### config.mk
export PLATFORM = sky130hd
export DESIGN_NAME = skf_sdiv
export DESIGN_NICKNAME = d
export VERILOG_FILES = /design/src/sv/skf_pkg.sv /design/src/sv/skf_sdiv.sv
export SDC_FILE = /design/constraint.sdc
export NUM_CORES = 1
export LEC_CHECK = 0
export BUFFER_PORTS_ARGS = -buffer_cell sky130_fd_sc_hd__buf_4
export CAP_MARGIN = 20
export CORE_ASPECT_RATIO = 1.1
export CORE_MARGIN = 5
export CORE_UTILIZATION = 61
export CTS_CLUSTER_DIAMETER = 200
export CTS_CLUSTER_SIZE = 30
export DETAILED_ROUTE_END_ITERATION = 12
export PLACE_DENSITY = 0.92
export SETUP_SLACK_MARGIN = 0.1
export SKIP_CTS_REPAIR_TIMING = 1
export SLEW_MARGIN = 20
export SYNTH_ARGS = -nofsm -noshare
export SYNTH_HDL_FRONTEND = slang
export SYNTH_SLANG_ARGS = --single-unit
### constraint.sdc
create_clock -name clk -period 4.7 [get_ports clk]
set_input_delay 0 -clock clk [delete_from_list [all_inputs] [get_ports clk]]
set_output_delay 0 -clock clk [all_outputs]
set_load 0.02 [all_outputs]
### src/sv/skf_pkg.sv
// ----------------------------------------------------------------------------
// skf_pkg
// Shared widths, reset figures, register indexes and transaction types of the
// scalar state-of-charge Kalman filter.
// ----------------------------------------------------------------------------
package skf_pkg;

	localparam int unsigned DATA_W        = 32;
	localparam int unsigned MUL_W         = DATA_W + 1;
	localparam int unsigned ACC_W         = 2 * MUL_W + 2;
	localparam int unsigned FRAC_BITS_DEF = 16;

	localparam int unsigned CFG_IDX_W  = 3;
	localparam int unsigned CFG_DATA_W = 32;

	// reset figures in Q16.16, rescaled to the fraction width at the top level
	localparam longint unsigned PROC_NOISE_RST_Q16 = 655;
	localparam longint unsigned MEAS_NOISE_RST_Q16 = 65536;
	localparam longint unsigned RESISTANCE_RST_Q16 = 78643;
	localparam longint unsigned SLOPE_GAIN_RST_Q16 = 6554;
	localparam longint unsigned SLOPE_OFF_RST_Q16  = 196608;
	localparam logic [31:0]     CUR_SCALE_RST      = 32'd261888;
	localparam logic [31:0]     COV_RST_UNITS      = 32'd10;

	typedef enum logic [CFG_IDX_W-1:0] {
		CFG_PROCESS_NOISE       = 3'd0,
		CFG_MEASUREMENT_NOISE   = 3'd1,
		CFG_CURRENT_SCALE       = 3'd2,
		CFG_INTERNAL_RESISTANCE = 3'd3,
		CFG_SLOPE_GAIN          = 3'd4,
		CFG_SLOPE_OFFSET        = 3'd5
	} cfg_idx_t;

	typedef struct packed {
		logic signed [DATA_W-1:0] terminal_voltage;
		logic signed [DATA_W-1:0] cell_current;
	} skf_in_t;

	typedef struct packed {
		logic signed [DATA_W-1:0] charge_estimate;
		logic                     saturated;
	} skf_out_t;

	typedef struct packed {
		logic busy;
		logic done;
	} unit_sts_t;

	typedef struct packed {
		logic                     ovf;
		logic signed [DATA_W-1:0] val;
	} sat_t;

endpackage

### src/sv/skf_sdiv.sv
// ----------------------------------------------------------------------------
// skf_sdiv
// Bit-serial restoring divider for the gain: (num << FRAC_BITS) / den,
// truncated toward zero and clamped to the signed data range.
// ----------------------------------------------------------------------------
module skf_sdiv #(
	parameter int unsigned FRAC_BITS = skf_pkg::FRAC_BITS_DEF,
	parameter int unsigned DEN_W     = 2 * skf_pkg::DATA_W - skf_pkg::FRAC_BITS_DEF
) (
	input  logic                              clk,
	input  logic                              arst_n,
	input  logic                              start,
	input  logic signed [skf_pkg::DATA_W-1:0] num,
	input  logic signed [DEN_W-1:0]           den,
	output skf_pkg::unit_sts_t                sts,
	output logic signed [skf_pkg::DATA_W-1:0] quot,
	output logic                              ovf
);
	import skf_pkg::*;

	localparam int unsigned NUM_W = DATA_W + FRAC_BITS;
	localparam int unsigned CNT_W = $clog2(NUM_W);

	logic [NUM_W-1:0]  dvd_q;
	logic [DEN_W-1:0]  dv_q;
	logic [DEN_W-1:0]  rem_q;
	logic [NUM_W-1:0]  quo_q;
	logic              neg_q;
	logic [CNT_W-1:0]  cnt_q;
	logic              busy_q;
	logic              done_q;

	logic [DATA_W-1:0] num_mag;
	logic [DEN_W-1:0]  den_mag;
	logic [DEN_W:0]    trial;
	logic [DEN_W:0]    diff;
	logic              take;
	logic              last;
	logic              hi_nz;
	logic [DATA_W-1:0] q_lo;

	always_comb begin
		num_mag = num[DATA_W-1] ? (DATA_W'(0) - num) : num;
		den_mag = den[DEN_W-1] ? (DEN_W'(0) - den) : den;
		trial   = {rem_q, dvd_q[NUM_W-1]};
		diff    = trial - {1'b0, dv_q};
		take    = !diff[DEN_W];
		last    = (cnt_q == CNT_W'(NUM_W - 1));
		hi_nz   = |quo_q[NUM_W-1:DATA_W];
		q_lo    = quo_q[DATA_W-1:0];
		if (neg_q) begin
			ovf  = hi_nz || (q_lo[DATA_W-1] && (|q_lo[DATA_W-2:0]));
			quot = ovf ? {1'b1, {(DATA_W-1){1'b0}}} : (DATA_W'(0) - q_lo);
		end else begin
			ovf  = hi_nz || q_lo[DATA_W-1];
			quot = ovf ? {1'b0, {(DATA_W-1){1'b1}}} : q_lo;
		end
	end

	always_ff @(posedge clk or negedge arst_n) begin
		if (!arst_n) begin
			busy_q <= 1'b0;
			done_q <= 1'b0;
			cnt_q  <= '0;
		end else begin
			done_q <= 1'b0;
			if (start) begin
				busy_q <= 1'b1;
				cnt_q  <= '0;
			end else if (busy_q) begin
				cnt_q <= cnt_q + CNT_W'(1);
				if (last) begin
					busy_q <= 1'b0;
					done_q <= 1'b1;
				end
			end
		end
	end

	always_ff @(posedge clk) begin
		if (start) begin
			dvd_q <= {num_mag, {FRAC_BITS{1'b0}}};
			dv_q  <= den_mag;
			rem_q <= '0;
			quo_q <= '0;
			neg_q <= num[DATA_W-1] ^ den[DEN_W-1];
		end else if (busy_q) begin
			rem_q <= take ? diff[DEN_W-1:0] : trial[DEN_W-1:0];
			quo_q <= {quo_q[NUM_W-2:0], take};
			dvd_q <= {dvd_q[NUM_W-2:0], 1'b0};
		end
	end

	assign sts.busy = busy_q;
	assign sts.done = done_q;

endmodule

==> out/results.tsv <==
metric	value	unit
Final Cycle Share	0.911	
Clock Tree Buf Depth	2	
Worst Path Max Fanout	5	
min cycle time layout	4.28	ns
sw frac	0.403	
Pwr per Cell Area	449	nW/µm²
Clock Pin Slew Worst Setup and Hold Paths	0.07	ns
failing checks	hold timing	
P&R area growth vs syn	17.0	%
Startpoint Class	flop	
Reg2Reg Capture Point	rem_q[9]$_SDFFE_PP0P_	
Root Buffer	clkbuf_16	
fin. max-slew vios	0	
P_int	0.00390	W
fin nets	1721	
reg2reg setup slack	0.62	ns
vias after detailed routing	11600	
Die ar.	23400	µm²
largest net degree at the start of global routing	121	
total congestion overflow	0	
total of max-cap violations	0	
die width	146	µm
DIE HEIGHT	160	µm
Tot Pwr	0.00653	W
CTS tree	yes	
setup violators final	0	
mean cell area of the mapped netlist	8.49	µm²
Combinational Power Share	0.459	
accumulated negative setup slack	0	ns
Max VDD drop	0.350	mV
worst-skew pair later-pin latency	0.45	ns
DR DRC count	0	
most used flip-flop cell after synthesis	dfxtp_1	
R2R Path Start	dvd_q[47]$_DFFE_PP_	
Seq/Total Area, Yosys	0.366	
ratio of cells with drive above 1 in the final layout	0.120	
initial antenna violation count	0	
IO buf count	117	
H-Tree Level Count	4	
fmax	0.233	GHz
RSZ-0062 raised after global routing	false	
Placer Congestion	0.954	
first-pass GRT wire length	51000	µm
Synth top cells by count	nand2_1, nor2_1, dfxtp_1	
GRT Total Usage	0.256	
max_slew headroom	0.280	
outcome	finished with violations	
vias per cell	6.29	
Num Clock Sinks	185	
crit path capture type	primary output	
Worst Min Path Start	num[17]	
Hold Crit Class	in2reg	
diode count	0	
Cell Rows	54	
Final HPWL DP	21900	µm
top-count cell post-synth	nand2_1	
core box area	19900	µm²
Slew @ Worst Pin	1.08	ns
Fill cells	1363	
DRT iter0 DRCs	949	
Routed WL	32900	µm
Mapped Cells	1465	
Clk pwr share	0.220	
Synth Register Bits	185	
CP arrival	4.28	ns
register share of total power	0.321	
Initial Util	0.624	
number of global-route vias before repair	10800	
Hold Path Sink	dvd_q[33]$_DFFE_PP_	
Post-synth EDFFs	81	
critical path type	reg2out	
Leak	6.55	nW
Num CTS Buffers	17	
Final Hold Vio Count	19	
Crit path required time	4.70	ns
hold depth	3	
Unique masters post-synth	73	
ys async rst share	0.0432	
Avg WL per Cell	17.8	µm
clock skew	0.00899	ns
ranking of synthesized cells by area	edfxtp_1, dfxtp_1, nand2_1	
biggest area consumer among synthesized cells	edfxtp_1	
synthesized cell area	12400	µm²
NetSw	0.00263	W
Synth Net Count	1601	
IO Pins	118	
DRT Pass-1 Iters	6	
post-route ant nets	0	
hold slack	-0.0445	ns
synth warn	0	
R2R depth	15	
Synth top area share	0.195	
## logic make-up (layout without fill, tap and decap cells)
group,after synthesis,in the layout,synth area share
mux,61,61,0.0492
fa+ha+maj,53,53,0.0539
flops,185,185,0.366
xor+xnor,118,118,0.0831
buf+inv,162,295,0.0495
simple gates,508,508,0.192
compound gates,378,378,0.207
## through the flow
stage | util | hold WS (ns) | std cells | cell area [µm²] | setup slack [ns]
after global placement | 0.672 | -0.178 | 1759 | 13400 | 0.918
after floorplan | - | -0.296 | 1465 | 12400 | 0.928
after detailed placement | 0.672 | -0.175 | 1759 | 13400 | 0.819
final | 0.731 | -0.0445 | 1850 | 14600 | 0.417
after global routing | 0.731 | -0.00261 | 1850 | 14600 | 0.261
after CTS | 0.701 | -0.633 | 1791 | 14000 | 0.550
## worst max-delay path by stage
stage                        endpoint                  start
3_5_place_dp   rem_q[41]$_SDFFE_PP0P_    dvd_q[47]$_DFFE_PP_
4_1_cts                      quot[14]  quo_q[0]$_SDFFE_PP0P_
6_report                     quot[30]  quo_q[0]$_SDFFE_PP0P_
2_1_floorplan  rem_q[18]$_SDFFE_PP0P_    dvd_q[47]$_DFFE_PP_
5_1_grt                      quot[30]  quo_q[0]$_SDFFE_PP0P_
3_3_place_gp   rem_q[18]$_SDFFE_PP0P_    dvd_q[47]$_DFFE_PP_
## cell type report
| class | count | area (µm²) | area share |
|---|---|---|---|
| Multi-Input combinational cell | 1118 | 7280 | 0.500 |
| Tap cell | 252 | 315 | 0.0217 |
| Clock buffer | 17 | 425 | 0.0292 |
| Sequential cell | 185 | 4560 | 0.313 |
| Timing Repair Buffer | 185 | 1540 | 0.106 |
| Clock inverter | 15 | 153 | 0.0105 |
| Inverter | 78 | 293 | 0.0201 |
## layer usage
layer,wire (µm),global-route usage,vias up,share of wire
li1,-,-,5541,-
met1,13500,0.323,5499,0.41
met2,16600,0.446,514,0.50
met3,2100,0.0465,85,0.064
met4,787,0.0821,0,0.024
met5,0,0,-,0
## sequential cells by signal, summed over array words and instances (netlist names)
signal	flops
neg_q	1
done_q	1
dvd_q	32
rem_q	48
quo_q	48
cnt_q	6
busy_q	1
dv_q	48
## layout by cell type (no fill, tap or decap), types with 4 or more instances in the layout
cell           instances
or2_2                 10
nand4_1               17
or4_1                 10
o21a_1                 7
or3_1                 26
xor2_1                47
dlygate4sd3_1         59
nor2_1               157
nand3_1               14
nor2b_1                6
nand2b_1              15
nor4_1                10
clkbuf_16             17
a21o_1                40
dfxtp_1               96
ha_1                  52
nand2_1              176
o41ai_1               20
nor3_1                29
inv_1                 78
dfrtp_1                7
a31oi_1                6
mux2i_1               60
a21oi_1               88
o21ai_0               84
o211ai_1               5
or3_2                  4
a21boi_0               6
xnor2_1               71
o31ai_1               23
a311oi_1              28
buf_4                125
a211oi_1               8
o311ai_0              27
inv_6                  7
edfxtp_1              81
and2_1                 5
and3_1                10
## power by group through the flow
stage,sequential (W),combinational (W),clock [W]
2_1_floorplan,0.00206,0.00215,0
3_3_place_gp,0.00211,0.00278,0
3_5_place_dp,0.00212,0.00286,0
4_1_cts,0.00209,0.00290,0.00144
5_1_grt,0.00212,0.00328,0.00152
6_report,0.00210,0.00300,0.00144
## critical path: stages, from the launching register on
cell     delay (ns)
dfxtp_1        0.35
inv_1          0.09
ha_1           0.16
inv_1          0.06
or3_1          0.33
or3_1          0.36
nor3_1         0.41
nand4_1        0.34
or3_1          0.52
or3_1          0.33
or3_1          0.34
a211o_1        0.30
o21a_1         0.11
buf_4          0.15
(Power assumes the default switching activity.)
