[config.mk]
export PLATFORM = sky130hd
export DESIGN_NAME = skf_smul
export DESIGN_NICKNAME = d
export VERILOG_FILES = /design/src/sv/skf_pkg.sv /design/src/sv/skf_smul.sv
export SDC_FILE = /design/constraint.sdc
export NUM_CORES = 1
export LEC_CHECK = 0
export BUFFER_PORTS_ARGS = -buffer_cell sky130_fd_sc_hd__buf_2
export CAP_MARGIN = 10
export CELL_PAD_IN_SITES_DETAIL_PLACEMENT = 1
export CELL_PAD_IN_SITES_GLOBAL_PLACEMENT = 2
export CORE_UTILIZATION = 40
export CTS_BUF_LIST = sky130_fd_sc_hd__clkbuf_4 sky130_fd_sc_hd__clkbuf_8
export CTS_CLUSTER_SIZE = 12
export DETAILED_ROUTE_END_ITERATION = 8
export PLACE_DENSITY = 0.95
export SYNTH_ARGS = -nofsm -noshare
export SYNTH_HDL_FRONTEND = slang
export SYNTH_SLANG_ARGS = --single-unit
[constraint.sdc]
create_clock -name clk -period 8.5 [get_ports clk]
set_input_delay 0.85 -clock clk [delete_from_list [all_inputs] [get_ports clk]]
set_output_delay 0.85 -clock clk [all_outputs]
set_load 0.02 [all_outputs]
[src/sv/skf_pkg.sv]
// ----------------------------------------------------------------------------
// skf_pkg
// Shared widths, reset figures, register indexes and transaction types of the
// scalar state-of-charge Kalman filter.
// ----------------------------------------------------------------------------
package skf_pkg;

	localparam int unsigned DATA_W        = 32;
	localparam int unsigned MUL_W         = DATA_W + 1;
	localparam int unsigned ACC_W         = 2 * MUL_W + 2;
	localparam int unsigned FRAC_BITS_DEF = 16;

	localparam int unsigned CFG_IDX_W  = 3;
	localparam int unsigned CFG_DATA_W = 32;

	// reset figures in Q16.16, rescaled to the fraction width at the top level
	localparam longint unsigned PROC_NOISE_RST_Q16 = 655;
	localparam longint unsigned MEAS_NOISE_RST_Q16 = 65536;
	localparam longint unsigned RESISTANCE_RST_Q16 = 78643;
	localparam longint unsigned SLOPE_GAIN_RST_Q16 = 6554;
	localparam longint unsigned SLOPE_OFF_RST_Q16  = 196608;
	localparam logic [31:0]     CUR_SCALE_RST      = 32'd261888;
	localparam logic [31:0]     COV_RST_UNITS      = 32'd10;

	typedef enum logic [CFG_IDX_W-1:0] {
		CFG_PROCESS_NOISE       = 3'd0,
		CFG_MEASUREMENT_NOISE   = 3'd1,
		CFG_CURRENT_SCALE       = 3'd2,
		CFG_INTERNAL_RESISTANCE = 3'd3,
		CFG_SLOPE_GAIN          = 3'd4,
		CFG_SLOPE_OFFSET        = 3'd5
	} cfg_idx_t;

	typedef struct packed {
		logic signed [DATA_W-1:0] terminal_voltage;
		logic signed [DATA_W-1:0] cell_current;
	} skf_in_t;

	typedef struct packed {
		logic signed [DATA_W-1:0] charge_estimate;
		logic                     saturated;
	} skf_out_t;

	typedef struct packed {
		logic busy;
		logic done;
	} unit_sts_t;

	typedef struct packed {
		logic                     ovf;
		logic signed [DATA_W-1:0] val;
	} sat_t;

endpackage

[src/sv/skf_smul.sv]
// ----------------------------------------------------------------------------
// skf_smul
// Bit-serial signed multiplier: one multiplier bit per cycle, shift-add into a
// product register, sign bit of the multiplier weighted negative.
// ----------------------------------------------------------------------------
module skf_smul #(
	parameter int unsigned OP_W = skf_pkg::MUL_W
) (
	input  logic                      clk,
	input  logic                      arst_n,
	input  logic                      start,
	input  logic signed [OP_W-1:0]    a,
	input  logic signed [OP_W-1:0]    b,
	output skf_pkg::unit_sts_t        sts,
	output logic signed [2*OP_W-1:0]  prod
);
	import skf_pkg::*;

	localparam int unsigned CNT_W = $clog2(OP_W);

	logic signed [OP_W-1:0]   a_q;
	logic [OP_W-1:0]          b_q;
	logic signed [2*OP_W-1:0] acc_q;
	logic [CNT_W-1:0]         cnt_q;
	logic                     busy_q;
	logic                     done_q;

	logic                     last;
	logic signed [OP_W:0]     part;
	logic signed [OP_W:0]     upper;
	logic signed [OP_W:0]     sum;

	always_comb begin
		last  = (cnt_q == CNT_W'(OP_W - 1));
		part  = b_q[0] ? (OP_W + 1)'(a_q) : '0;
		upper = (OP_W + 1)'($signed(acc_q[2*OP_W-1:OP_W]));
		sum   = last ? (upper - part) : (upper + part);
	end

	always_ff @(posedge clk or negedge arst_n) begin
		if (!arst_n) begin
			busy_q <= 1'b0;
			done_q <= 1'b0;
			cnt_q  <= '0;
		end else begin
			done_q <= 1'b0;
			if (start) begin
				busy_q <= 1'b1;
				cnt_q  <= '0;
			end else if (busy_q) begin
				cnt_q <= cnt_q + CNT_W'(1);
				if (last) begin
					busy_q <= 1'b0;
					done_q <= 1'b1;
				end
			end
		end
	end

	always_ff @(posedge clk) begin
		if (start) begin
			a_q   <= a;
			b_q   <= b;
			acc_q <= '0;
		end else if (busy_q) begin
			acc_q <= {sum, acc_q[OP_W-1:1]};
			b_q   <= {1'b0, b_q[OP_W-1:1]};
		end
	end

	assign sts.busy = busy_q;
	assign sts.done = done_q;
	assign prod     = acc_q;

endmodule

==> impl_metrics.json, run 1 <==
{
  "ys_seq_area_frac": 0.449,
  "htree_levels": 4,
  "numCtsBuffers": 17,
  "grt_pass1_wl_um": 33200,
  "fin_skew_ns": 0.0174,
  "diodes": 0,
  "cts_tree": "done",
  "cp_top_family": "simple AND/OR/NAND/NOR gates",
  "final_area_um2": 9070,
  "cts.sinks": 140,
  "ctsHoldBuffers": 0,
  "port_buffers": 136,
  "synthTopCellsByArea": "edfxtp_1, dfxtp_1, mux2i_1",
  "ys_top_cells_by_count": "nor2_1, nand2_1, dfxtp_1, edfxtp_1, mux2i_1",
  "async_flop_share": 0.0571,
  "hp-class": "in2async",
  "synth_top_cell_area_share": 0.254,
  "rsz0062_at_grt": "no",
  "grt_use_total": 0.212,
  "synth_most_common_cell": "nor2_1",
  "max_freq_mhz": 207,
  "min_period_over_period": 0.567,
  "synth_top_family_by_area": "compound AO/OA/AOI/OAI gates",
  "drive_gt1_frac": 0.255,
  "fin_cells": 1161,
  "worstPathCellList": "inv_1 -> ha_1 -> nor4b_1 -> nand2_1 -> nand2_1 -> nand2b_1 -> nand2_1 -> ha_1 -> nand2_1 -> nor3_1 -> a21oi_1 -> o221ai_1 -> a21oi_1 -> o21bai_1 -> xor2_1 -> a22o_1",
  "place_congestion": 0.851,
  "cp-end-kind": "register",
  "synth_mux_area_frac": 0.113,
  "postSynthCellCount": 773,
  "ios": 137,
  "antenna_found_initial": 0,
  "startpoint_type": "register",
  "hpwl_um": 15000,
  "routedWlPerCell_um": 17.3,
  "p_total_mw": 2.54,
  "die_x_um": 142,
  "multiInputGateArea_um2": 4080,
  "synthSimpleGateAreaFrac": 0.142,
  "power_leakage_nw": 4.27,
  "grt_max_degree": 80,
  "critPathArrivalTime_ns": 5.18,
  "postRouteAntennaNets": 0,
  "path_class": "reg2reg",
  "final_nets": 994,
  "dp.cells": 1129,
  "ys.warnings.count": 0,
  "syn-num-nets": 879,
  "synth_edf_count": 66,
  "vias": 6130,
  "start_util": 0.413,
  "worst_ir_drop_vdd_v": 0.000111,
  "crit_top_cell": "nand2_1",
  "crit_required_ns": 8.85,
  "post-route-util": 0.480,
  "synth_compound_area_frac": 0.143,
  "synthAdderAreaFrac": 0.0602,
  "synth-xor-area-share": 0.0628,
  "clk_transition_reported_paths_ns": 0.09,
  "cts_resized": 0,
  "seq_area_um2": 3510,
  "maxSlewViolCount": 0,
  "syn_area_um2": 7810,
  "dpl_cell_area_um2": 8670,
  "drv_cap": 0,
  "rr_worst_depth": 16,
  "crit_cells": 16,
  "ys_ff_latch": 140,
  "post_cts_buffers": 0,
  "gr-total-overflow": 0,
  "avgSynthCellArea_um2": 10.1,
  "fp.coreArea_um2": 18900,
  "critPathBufInv": 1,
  "fill_cells": 2216,
  "cpMaxStageDelayCell": "nand2_1",
  "max_slew_margin": 0.251,
  "max_stage_delay_ns": 0.63,
  "post_synth_num_cell_types": 73,
  "clock_latency_ns": 0.46,
  "p_per_area_nw_per_um2": 280,
  "hold_viol_final": 0,
  "root_buffer": "clkbuf_8",
  "grt_pass1_vias": 6420,
  "drt_wl_total_um": 20100,
  "via_per_inst": 5.28,
  "first_pass_iters": 5,
  "design.die.area_um2": 20100,
  "syn2layout_area_growth_pct": 16.2,
  "fin_crit_ns": 4.82,
  "crit_fanout": 20,
  "die_h_um": 142,
  "rows": 50,
  "ys.flop_type": "edfxtp_1",
  "yosys.area.top_type": "edfxtp_1",
  "setup_tns_ns": 0,
  "status": "completed",
  "drc": 0,
  "worst_pin_slew_ns": 1.12,
  "finalSetupViolations": 0,
  "cts_buffer_depth": 2,
  "drt-initial-drc-count": 299
}
## per-layer routing
layer	GRT usage	routed length, um	up-vias
li1	-	-	3028
met4	0.0634	253	0
met5	0	0	-
met1	0.272	9250	2955
met3	0.0540	1040	16
met2	0.351	9540	131
## cell families (layout without fill, tap and decap cells)
logic type               after synthesis  after routing
AND/OR/NAND/NOR                      243            243
XOR/XNOR                              56             56
AO/OA/AOI/OAI                        155            155
multiplexers                          84             84
buffers and inverters                 58            186
adder cells (fa/ha/maj)               37             37
flip-flops                           140            140
## final cells by class
| class | count | area share |
|---|---|---|
| Timing Repair Buffer | 140 | 0.0786 |
| Multi-Input combinational cell | 575 | 0.449 |
| Inverter | 14 | 0.00579 |
| Sequential cell | 140 | 0.387 |
| Clock buffer | 18 | 0.0273 |
| Tap cell | 260 | 0.0359 |
| Clock inverter | 14 | 0.0164 |
## layout by cell type, fill, tap and decap left out, drive strengths merged, types with 5 or more instances in the layout
cell | Yosys | routed
a211oi | 6 | 6
a21o | 18 | 18
a21oi | 44 | 44
a22o | 11 | 11
a31oi | 5 | 5
and3 | 6 | 6
buf | 13 | 140
clkbuf | 31 | 18
dfrtp | 8 | 8
dfxtp | 66 | 66
edfxtp | 66 | 66
ha | 36 | 36
inv | 14 | 23
mux2 | 34 | 34
mux2i | 50 | 50
nand2 | 75 | 75
nand2b | 11 | 11
nand3 | 19 | 19
nand4 | 7 | 7
nor2 | 92 | 92
nor3 | 6 | 6
o211ai | 7 | 7
o21ai | 21 | 21
o31ai | 10 | 10
or3 | 6 | 6
xnor2 | 29 | 29
xor2 | 27 | 27
## final timing paths
path / from / endpoint / slack [ns]
hold / removal: arst_n / cnt_q[2]$_DFFE_PN0P_ / 0.24
setup / recovery: cnt_q[0]$_DFFE_PN0P_ / prod[63]$_SDFFE_PP0P_ / 3.68
max in group asynchronous: arst_n / busy_q$_DFF_PN0_ / 8.05
hold reg to reg: prod[32]$_SDFFE_PP0P_ / prod[32]$_SDFFE_PP0P_ / 0.51
min in group clk: prod[32]$_SDFFE_PP0P_ / prod[32]$_SDFFE_PP0P_ / 0.51
setup reg to reg: cnt_q[0]$_DFFE_PN0P_ / prod[63]$_SDFFE_PP0P_ / 3.68
## report_power, final
part	internal [mW]	total, mW	switching [mW]	leakage, nW
Clock	0.251	0.545	0.294	0.202
Sequential	0.813	0.903	0.0902	1.32
Combinational	0.456	1.09	0.638	2.74
## sequential cells by signal (all words and copies together) (netlist names)
name and flops:
a_q 33, b_q 33, busy_q 1, cnt_q 6, done_q 1, prod 66
## metrics by stage
| step | worst slack [ns] | hold slack, ns |
|---|---|---|
| global placement | 3.92 | 0.469 |
| detailed placement | 3.76 | 0.492 |
| global route | 3.21 | 0.224 |
| finish | 3.68 | 0.237 |
| floorplan | 4.08 | 0.522 |
| CTS | 3.64 | 0.205 |
Note: power is estimated with default switching activity, not from simulation.
==> run 2, diff against run 1 <==
--- a/config.mk
+++ b/config.mk
@@ -5,15 +5,16 @@
 export SDC_FILE = /design/constraint.sdc
 export NUM_CORES = 1
 export LEC_CHECK = 0
+export ABC_AREA = 1
 export BUFFER_PORTS_ARGS = -buffer_cell sky130_fd_sc_hd__buf_2
 export CAP_MARGIN = 10
 export CELL_PAD_IN_SITES_DETAIL_PLACEMENT = 1
 export CELL_PAD_IN_SITES_GLOBAL_PLACEMENT = 2
-export CORE_UTILIZATION = 40
+export CORE_UTILIZATION = 30
 export CTS_BUF_LIST = sky130_fd_sc_hd__clkbuf_4 sky130_fd_sc_hd__clkbuf_8
 export CTS_CLUSTER_SIZE = 12
 export DETAILED_ROUTE_END_ITERATION = 8
-export PLACE_DENSITY = 0.95
+export PLACE_DENSITY = 0.85
 export SYNTH_ARGS = -nofsm -noshare
 export SYNTH_HDL_FRONTEND = slang
 export SYNTH_SLANG_ARGS = --single-unit
==> constraint.sdc (replaced) <==
create_clock -name clk -period 3.9 [get_ports clk]
set_input_delay 0.39 -clock clk [delete_from_list [all_inputs] [get_ports clk]]
set_output_delay 0.39 -clock clk [all_outputs]
set_load 0.02 [all_outputs]
==> impl_metrics.json, run 2 <==
{
  "die_h_um": 168,
  "numCtsBuffers": 17,
  "cp-end-kind": "register",
  "power_leakage_nw": 4.82,
  "synth_edf_count": 66,
  "synth_most_common_cell": "nand2_1",
  "drt-initial-drc-count": 364,
  "rsz0062_at_grt": "no",
  "cts_buffer_depth": 2,
  "ios": 137,
  "final_nets": 1334,
  "fin_skew_ns": 0.0253,
  "finalSetupViolations": 0,
  "post_synth_num_cell_types": 45,
  "worstPathCellList": "nand2_1 -> ha_1 -> nand2_1 -> nor2_2 -> nand3_2 -> nor2_4 -> nand4_4 -> nor3_2 -> inv_2 -> nand2_2 -> xor2_1 -> ha_1 -> a21oi_1 -> o21ai_0 -> a21oi_1 -> o21a_1 -> a21oi_1 -> o21ai_0 -> inv_1",
  "synthTopCellsByArea": "edfxtp_1, dfxtp_1, nand2_1",
  "drt_wl_total_um": 25200,
  "crit_fanout": 5,
  "first_pass_iters": 4,
  "postRouteAntennaNets": 0,
  "ys.warnings.count": 0,
  "drv_cap": 0,
  "dp.cells": 1549,
  "place_congestion": 0.878,
  "crit_required_ns": 4.28,
  "path_class": "reg2reg",
  "yosys.area.top_type": "edfxtp_1",
  "worst_ir_drop_vdd_v": 0.000201,
  "cts_tree": "done",
  "fp.coreArea_um2": 27000,
  "crit_top_cell": "a21oi_1",
  "grt_pass1_vias": 7820,
  "seq_power_share": 0.391,
  "cp_top_family": "compound AO/OA/AOI/OAI gates",
  "fin_cells": 1582,
  "clk_transition_reported_paths_ns": 0.10,
  "p_comb_frac": 0.353,
  "design.die.area_um2": 28200,
  "grt_max_degree": 71,
  "synth_top_cell_area_share": 0.240,
  "p_sw_mw": 1.98,
  "fin_crit_ns": 3.59,
  "hp-class": "in2reg",
  "routedWlPerCell_um": 15.9,
  "setup_tns_ns": 0,
  "final_area_um2": 9710,
  "hpwl_um": 19700,
  "clock_latency_ns": 0.48,
  "min_period_over_period": 0.920,
  "hold_viol_final": 0,
  "startpoint_type": "register",
  "max_freq_mhz": 279,
  "p_clk_frac": 0.256,
  "drc": 0,
  "async_flop_share": 0.0571,
  "critPathBufInv": 2,
  "drive_gt1_frac": 0.196,
  "postSynthCellCount": 1093,
  "p_total_mw": 4.80,
  "grt_use_total": 0.185,
  "ys_seq_area_frac": 0.424,
  "syn2layout_area_growth_pct": 17.5,
  "rows": 60,
  "vias": 7525,
  "syn_area_um2": 8260,
  "cts.sinks": 140,
  "layout_common_cells": "nand2_1, inv_1, buf_2, nor2_1",
  "internal-power_mw": 2.83,
  "dpl_cell_area_um2": 9290,
  "avgSynthCellArea_um2": 7.56,
  "ys_top_cells_by_count": "nand2_1, inv_1, nor2_1",
  "swShare": 0.412,
  "htree_levels": 4,
  "root_buffer": "clkbuf_8",
  "gr-total-overflow": 0,
  "start_util": 0.306,
  "largest_reg_flops": 66,
  "die_x_um": 168,
  "maxSlewViolCount": 0,
  "critPathArrivalTime_ns": 3.97,
  "ys_ff_latch": 140,
  "diodes": 0,
  "worst_pin_slew_ns": 0.822,
  "port_buffers": 136,
  "max_stage_delay_ns": 0.44,
  "max_slew_margin": 0.452,
  "grt_pass1_wl_um": 40600,
  "syn-num-nets": 1199,
  "final_common_cell": "nand2_1",
  "cpMaxStageDelayCell": "edfxtp_1",
  "ys.flop_type": "edfxtp_1",
  "antenna_found_initial": 1,
  "via_per_inst": 4.76,
  "status": "completed",
  "fill_cells": 3310,
  "p_per_area_nw_per_um2": 495
}
## run 2: final timing paths
kind | startpoint | to | slack [ns] | cells after the start
setup / recovery | b_q[0]$_DFFE_PP_ | prod[61]$_SDFFE_PP0P_ | 0.31 | 19
hold / removal | a[29] | a_q[29]$_DFFE_PP_ | 0.10 | 1
setup reg to reg | b_q[0]$_DFFE_PP_ | prod[61]$_SDFFE_PP0P_ | 0.31 | 19
hold reg to reg | prod[22]$_SDFFE_PP0P_ | prod[22]$_SDFFE_PP0P_ | 0.49 | 2
max in group asynchronous | arst_n | cnt_q[3]$_DFFE_PN0P_ | 3.42 | 2
min in group asynchronous | arst_n | cnt_q[5]$_DFFE_PN0P_ | 0.29 | 2
## run 2: final cells by class
| class | count | area [um2] | area share |
|---|---|---|---|
| multi-input combinational | 766 | 4030 | 0.415 |
| clock inverter | 15 | 156 | 0.0161 |
| timing repair buffer | 150 | 788 | 0.0812 |
| tap | 341 | 427 | 0.0439 |
| inverter | 153 | 574 | 0.0591 |
| clock buffer | 17 | 234 | 0.0241 |
| sequential | 140 | 3500 | 0.361 |
## run 2: kinds of logic after synthesis
kind of cell,count (synthesis),share of synthesized area
AND/OR/NAND/NOR,507,0.263
adder cells (fa/ha/maj),37,0.0570
flip-flops,140,0.424
AO/OA/AOI/OAI,184,0.124
buffers and inverters,187,0.0915
XOR/XNOR,38,0.0403
## run 2: stage by stage
stage / util / worst slack, ns / hold WS [ns]
after global placement: 0.345 / 0.232 / 0.245
after floorplan: - / 0.652 / 0.0944
final: 0.360 / 0.311 / 0.102
after detailed placement: 0.345 / 0.274 / 0.251
after CTS: 0.359 / 0.279 / 0.0691
after global routing: 0.360 / 0.00528 / 0.0651
## run 2: worst reg2reg max path, stage by stage (launching register included)
cell      delay [ns]
edfxtp_1        0.44
nand2_1         0.13
ha_1            0.18
nand2_1         0.07
nor2_2          0.11
nand3_2         0.11
nor2_4          0.15
nand4_4         0.13
nor3_2          0.25
inv_2           0.06
nand2_2         0.08
xor2_1          0.30
ha_1            0.35
a21oi_1         0.19
o21ai_0         0.14
a21oi_1         0.34
o21a_1          0.20
a21oi_1         0.07
o21ai_0         0.16
inv_1           0.05
## run 2: metal layers
metal,global-route usage,share of wire,vias up
met5,0,0.00052,-
met4,0.0515,0.011,2
li1,-,-,3806
met1,0.242,0.48,3568
met2,0.308,0.46,128
met3,0.0367,0.042,21
## run 2: timing repair
item,CTS,global route
hold endpoints to repair,8,0
endpoints found under the setup margin,0,3
gates resized for setup,0,7
setup buffers,0,0
hold buffers,1,0
## run 2: power groups by stage
stage / Sequential (mW) / Clock [mW] / Combinational [mW]
floorplan: 2.00 / 0 / 1.03
global placement: 1.91 / 0 / 1.66
detailed placement: 1.92 / 0 / 1.68
CTS: 1.89 / 1.27 / 1.69
global route: 1.91 / 1.32 / 1.89
finish: 1.88 / 1.23 / 1.70
